$ cat src/rtl/hwd_pkg.sv
package hwd_pkg;

  localparam int ROW_MAX_DEF    = 2048;
  localparam int MAX_LEVELS_DEF = 3;
  localparam int FRAC_BITS      = 3;
  localparam int WORK_W         = 14;
  localparam int THR_W          = 11;
  localparam int BLK_W          = 9;
  localparam int LEV_W          = 2;
  localparam int QDEPTH         = 4;

  localparam logic [BLK_W-1:0] ROW_BLOCKS_RST = 9'd150;
  localparam logic [LEV_W-1:0] LEVELS_RST     = 2'd3;
  localparam logic [THR_W-1:0] THRESHOLD_RST  = 11'd120;

  typedef enum logic [1:0] {
    REG_ROW_BLOCKS = 2'd0,
    REG_LEVELS     = 2'd1,
    REG_THRESHOLD  = 2'd2
  } hwd_reg_e;

  typedef enum logic {
    OP_LOAD = 1'b0,
    OP_READ = 1'b1
  } hwd_op_e;

  typedef struct packed {
    hwd_op_e    op;
    logic [7:0] pixel;
  } hwd_item_t;

  typedef enum logic [2:0] {
    ST_IDLE,
    ST_PREP,
    ST_CALC,
    ST_WR2,
    ST_RDOUT
  } hwd_state_e;

  typedef enum logic [1:0] {
    PH_COPY,
    PH_FWD,
    PH_INV
  } hwd_phase_e;

  function automatic logic signed [WORK_W-1:0] shrink(
    input logic signed [WORK_W-1:0] d,
    input logic [THR_W-1:0] t
  );
    logic signed [WORK_W:0] dx;
    logic signed [WORK_W:0] tx;
    logic signed [WORK_W:0] m;
    logic signed [WORK_W:0] r;
    dx = {d[WORK_W-1], d};
    tx = signed'((WORK_W+1)'(t));
    m  = (dx < 0) ? -dx : dx;
    if (m <= tx) begin
      r = '0;
    end else if (dx > 0) begin
      r = dx - tx;
    end else begin
      r = dx + tx;
    end
    return r[WORK_W-1:0];
  endfunction

  function automatic logic [7:0] round_pix(input logic signed [WORK_W-1:0] v);
    logic signed [WORK_W:0] vx;
    logic signed [WORK_W:0] p;
    logic [7:0] r;
    vx = {v[WORK_W-1], v};
    if (vx < signed'((WORK_W+1)'(1 << (FRAC_BITS - 1)))) begin
      r = '0;
    end else begin
      p = (vx + signed'((WORK_W+1)'(1 << (FRAC_BITS - 1)))) >>> FRAC_BITS;
      if (p > signed'((WORK_W+1)'(255))) begin
        r = 8'hFF;
      end else begin
        r = p[7:0];
      end
    end
    return r;
  endfunction

endpackage

$ cat src/rtl/hwd_front.sv
module hwd_front (
  input  logic              clk_i,
  input  logic              rst_ni,
  input  logic              push_i,
  input  logic              opcode_i,
  input  logic [7:0]        pixel_in_i,
  output logic              full_o,
  output logic              valid_o,
  output hwd_pkg::hwd_item_t item_o,
  input  logic              pop_i
);
  import hwd_pkg::*;

  localparam int PW = $clog2(QDEPTH);

  hwd_item_t        fifo_q [QDEPTH];
  logic [PW-1:0]    wp_q, rp_q;
  logic [PW:0]      cnt_q;
  logic             do_push, do_pop;
  hwd_item_t        item_in;

  assign item_in.op    = hwd_op_e'(opcode_i);
  assign item_in.pixel = pixel_in_i;

  assign full_o  = (cnt_q == (PW+1)'(QDEPTH));
  assign valid_o = (cnt_q != '0);
  assign item_o  = fifo_q[rp_q];
  assign do_push = push_i && !full_o;
  assign do_pop  = pop_i && valid_o;

  always_ff @(posedge clk_i) begin
    if (do_push) begin
      fifo_q[wp_q] <= item_in;
    end
  end

  always_ff @(posedge clk_i or negedge rst_ni) begin
    if (!rst_ni) begin
      wp_q  <= '0;
      rp_q  <= '0;
      cnt_q <= '0;
    end else begin
      if (do_push) wp_q <= wp_q + PW'(1);
      if (do_pop)  rp_q <= rp_q + PW'(1);
      unique case ({do_push, do_pop})
        2'b10:   cnt_q <= cnt_q + (PW+1)'(1);
        2'b01:   cnt_q <= cnt_q - (PW+1)'(1);
        default: cnt_q <= cnt_q;
      endcase
    end
  end

endmodule

$ cat config.mk
export PLATFORM = sky130hd
export DESIGN_NAME = hwd_front
export DESIGN_NICKNAME = d
export VERILOG_FILES = /design/src/rtl/hwd_pkg.sv /design/src/rtl/hwd_front.sv
export SDC_FILE = /design/constraint.sdc
export NUM_CORES = 1
export LEC_CHECK = 0
export BUFFER_PORTS_ARGS = -buffer_cell sky130_fd_sc_hd__buf_2
export CAP_MARGIN = 5
export CORE_ASPECT_RATIO = 1.5
export CORE_UTILIZATION = 40
export CTS_CLUSTER_SIZE = 8
export DETAILED_ROUTE_END_ITERATION = 7
export PLACE_DENSITY = 0.6
export RECOVER_POWER = 25
export SYNTH_ARGS = -nofsm -noshare
export SYNTH_HDL_FRONTEND = slang
export SYNTH_SLANG_ARGS = --single-unit
export TNS_END_PERCENT = 30
$ cat constraint.sdc
create_clock -name clk_i -period 4.32 [get_ports clk_i]
set_input_delay 0.432 -clock clk_i [delete_from_list [all_inputs] [get_ports clk_i]]
set_output_delay 0.432 -clock clk_i [all_outputs]
set_load 0.05 [all_outputs]
Word level (Yosys, flattened, before mapping)
Memory sizes are Yosys's and may differ from the RTL's.
Cells that the tools add are included.
- multiplexer cells: 3
- reductions and logical operators: 5
- equality and inequality tests: 3
- $add $sub $neg: 4
- operator list (kind ; number):
    $pmux 3 s2 ; 1
    $add 2x1->2 const B ; 2
    $add 3x1->3 const B ; 1
    $eq 3x3->1 const B ; 1
    $reduce_bool 3->1 ; 1
    $sub 3x1->3 const B ; 1
    $eq 2x1->1 const B ; 1
    $eq 2x2->1 const B ; 1
    $logic_and 1x1->1 ; 2
    $mux 1 ; 2
    $reduce_bool 2->1 ; 1
    $logic_not 1->1 ; 1
- logic and storage cells: 19
- bits in writable memories: 36
- output and inout port bits: 11
- input port bits: 13
- memories kept: 1
- register bits after elaboration: 7
- memory list (memory ; depth ; width ; rd ports ; clocked after Yosys merged registers in ; write ports ; RTL line ; text):
    fifo_q ; 4 ; 9 ; 1 ; 0 ; 1 ; hwd_front.sv:16 ; hwd_item_t fifo_q [QDEPTH];

Depth between registers and ports, before layout
- depth in word-level cells: 5
- gate-level depth with buffers: 9
- gate-level depth less buffers: 9

Worst setup path before layout
Ideal clock, no wire load.
- path type: flip-flop to flip-flop
- from: register cnt_q[0]
- to: register cnt_q[2]
- arrival: 1.996 ns
- path slack: 2.245 ns
- path buffers: 0
- cell stages (with the launch flop): 10
- data required time: 4.241 ns
- clock period less this slack: 2.075 ns
- library setup time: 0.079 ns
- cells stage by stage: dfrtp_1 or3b_4 and2_4 inv_1 ha_1 inv_1 fa_1 xor2_1 nor2_1 xor2_1
- cells in the longest elaborated chain, start to end: 5
- elaborated cells on any way between the ends: 11
- those cells by class: 2 x add/sub; 3 x eq/ne; 1 x mux; 5 x reduce/logical
- ends and longest elaborated chain (element ; RTL line ; text):
    start, declared ; hwd_front.sv:18 ; logic [PW:0] cnt_q;
    start signal, assigned ; hwd_front.sv:46 ; 2'b10: cnt_q <= cnt_q + (PW+1)'(1);
    start signal, assigned ; hwd_front.sv:47 ; 2'b01: cnt_q <= cnt_q - (PW+1)'(1);
    start signal, assigned ; hwd_front.sv:48 ; default: cnt_q <= cnt_q;
    $eq 3x3->1 ; hwd_front.sv:25 ; assign full_o = (cnt_q == (PW+1)'(QDEPTH));
    $logic_not 1->1 ; hwd_front.sv:28 ; assign do_push = push_i && !full_o;
    $logic_and 1x1->1 ; hwd_front.sv:28 ;
    $eq 2x1->1 or $eq 2x2->1 (tied branches) ; hwd_front.sv:45 ; unique case ({do_push, do_pop})
    $pmux 3 s2 or $reduce_bool 2->1 (tied branches) ; n/a ;
Parallel ways exist; a longest one is shown, timed or not.
A chain may end at the register's enable or synchronous reset.

==> results.ini <==
[run_status]
run_status=finished, final reports clean

[logic_synthesis]
ys_types=19
synthesis.area_per_instance_um2=20.34
synthDominantCellAreaShare_pct=62.52
synth_seq_area_share_pct=72.65
synth-seq-cells=43
synth.yosys.warnings=0
synth_area_um2=1729
yosys-top-cells-area=edfxtp_1, mux4_2, dfrtp_1
synth_top_cell_by_area=edfxtp_1
gate_count_after_technology_mapping=85
synth_nets=104

[power]
cellLeakagePower_nw=0.7366
power.share.sequential_pct=43.9
power.ir.vdd_worst_mv=0.4144
cell_internal_pwr_w=0.0008883
p_sw_share_pct=40.11
switching_power_w=0.0005949
power_density_nw_per_um2=752.2
clk_network_pwr_share_pct=16.2
p_comb_share_pct=39.9

[routing]
avgViaCountPerCell=5.138
drcViolationCount=0
drt_iter0_markers=27
drt-wirelength-per-cell_um=16.83
num_vias=822
tritonroute_pass_1_iters=4
routed_wirelength_um=2693
ant_nets=0

[worst_setup_path]
crit_chain=mux4_2 > buf_2
critical_path.max_fanout=11
cp.arrival_ns=1.88
timing.critical_path.max_delay_family=flip-flops
critPathKind=register to primary output
cpPeakStageDelay_ns=0.79
crit_slowest_cell=dfrtp_1
cp_num_buf_inv=1
timing.critical_path.required_ns=3.89
cp-start-kind=register
end_kind=primary output

[sta]
measured_slew_at_the_worst_slew_check_pin_ns=0.6830
fmax_mhz=431.7
setup_total_negative_slack_ns=0
setup_viol=0
timing.final.max_slew_violations=0
maxSlewHeadroom_pct=54.46
worst_clock_skew_ns=0.009062
unrepaired_setup_endpoints_after_global_routing=false
period_minus_slack_ns=2.316
finalCritPeriodShare_pct=53.62
hold_viol=0

[final_layout]
layout-drive-gt1-share_pct=33.04
layout.nets=133
layout-area-overhead-vs-synth_pct=14.04
sequential_cell_area_um2=1256
inserted_diodes=0
final.fill_count=343
area_occupied_by_multi_input_gates_um2=437.9
finish.instance_area_um2=1972

[placement]
io_buffer_count=23
dp_hpwl_um=1799
gp_congestion=0.6172
place_area_um2=1892

[job]
drv_cap=0

[hold_path]
hold_path_class=primary input to register

[clock_network]
cts.sinks=43
root_buffer_master=clkbuf_8
post_cts.resized_instances=0
tritoncts=built
cts_made_buffers=5
htree_num_levels=2
clkTransAtPathRegs_ns=0.08
cts.repair_timing.setup_buffer_count=0
cts.path.max_buffers=2
insertion_delay_ns=0.29
post_cts_hold_buffer_count=1

[global_routing]
grt_first_pass_wirelength_um=4388
grt_start_max_net_pins=14
grt_use_total_pct=13.47
antenna_found_initial=0
grt_remaining_overflow=0
grt_pass1_vias=868

[floorplan]
design.die.area_um2=4595
rows=28
floorplan.initialDensity_pct=42.92
core_um2=4029
die_h_um=82.53
x_dimension_of_the_die_um=55.69
design.portCount=24

## cell usage after synthesis
| cell type | n |
|---|---|
| clkbuf_1 | 1 |
| xor2_1 | 3 |
| or3_2 | 1 |
| nand2_1 | 1 |
| fa_1 | 1 |
| nor2_1 | 1 |
| dfrtp_1 | 7 |
| xnor2_1 | 3 |
| buf_2 | 1 |
| mux4_2 | 9 |
| ha_1 | 5 |
| mux2_4 | 1 |
| and3_2 | 4 |
| mux2i_1 | 1 |
| edfxtp_1 | 36 |
| and2_4 | 1 |
| or3b_4 | 1 |
| inv_1 | 7 |
| o31a_2 | 1 |
## layer usage
| layer | track usage, % | routed length [um] | up-vias |
|---|---|---|---|
| met4 | 7.500 | 59 | 0 |
| met1 | 15.83 | 1173 | 412 |
| met5 | 0 | 0 | - |
| met3 | 3.583 | 120 | 6 |
| li1 | - | - | 381 |
| met2 | 22.65 | 1339 | 23 |
## state kept, by name, indices dropped and copies added (netlist names)
name	count
cnt_q	3
rp_q	2
fifo_q	36
wp_q	2
## cell usage in the layout, fill, tap and decap left out
master,synthesis,final
o31a_2,1,1
clkbuf_8,0,5
nand2_1,1,1
ha_1,5,5
clkinv_2,0,1
xnor2_1,3,3
and2_4,1,1
clkbuf_1,1,10
xor2_1,3,3
dfrtp_1,7,7
nor2_1,1,1
clkinv_1,0,1
fa_1,1,1
inv_1,7,7
and3_2,4,4
or3_2,1,1
mux2_4,1,1
mux4_2,9,9
buf_2,1,14
edfxtp_1,36,36
mux2i_1,1,1
dlygate4sd3_1,0,1
or3b_4,1,1
## through the flow
stage / power (W) / hold slack [ns] / std cells / utilization [%] / setup slack [ns]
3_3_place_gp: 0.001250 / 0.2757 / 151 / 46.96 / 2.179
4_1_cts: 0.001502 / 0.3434 / 160 / 49.22 / 1.954
5_1_grt: 0.001561 / 0.4097 / 160 / 48.94 / 1.867
3_5_place_dp: 0.001264 / 0.2811 / 151 / 46.96 / 2.076
2_1_floorplan: 0.001131 / 0.1364 / 85 / - / 2.245
6_report: 0.001483 / 0.3889 / 160 / 48.94 / 2.004
## area by class of cell
cell class	instances	area share, %
Clock buffer	6	3.680
Clock inverter	2	0.4442
Inverter	7	1.332
Multi-Input combinational cell	33	22.21
Sequential cell	43	63.71
Tap cell	45	2.855
Timing Repair Buffer	24	5.774
## cell families (layout without fill, tap and decap cells)
group                      Yosys count  count (layout)  synth area share [%]
xor gates and xnor gates             6               6                 3.040
AOI/OAI and AO/OA                    1               1                0.5789
and+or+nand+nor                      9               9                 3.763
adders and majority gates            6               6                 4.776
DFF                                 43              43                 72.65
buffers and inverters                9              39                 2.026
muxes                               11              11                 13.17
## path summary, 6_finish.rpt
check	cells past startpoint	endpoint	slack [ns]	start
max reg2reg	9	cnt_q[2]	2.09	cnt_q[0]
min	1	fifo_q[2][5]	0.39	pixel_in_i[5]
max in group asynchronous	2	cnt_q[2]	3.65	rst_ni
min reg2reg	1	cnt_q[2]	0.51	cnt_q[2]
max	2	item_o[8]	2.00	rp_q[0]
min in group asynchronous	2	wp_q[1]	0.50	rst_ni
## power groups by stage
stage	sequential [W]	clock, W	combinational [W]
global route	0.000668	0.000264	0.000630
floorplan	0.000600	0	0.000530
CTS	0.000654	0.000246	0.000602
finish	0.000651	0.000240	0.000592
global placement	0.000654	0	0.000596
detailed placement	0.000662	0	0.000602
No activity file was read; power rests on OpenSTA's default activity.
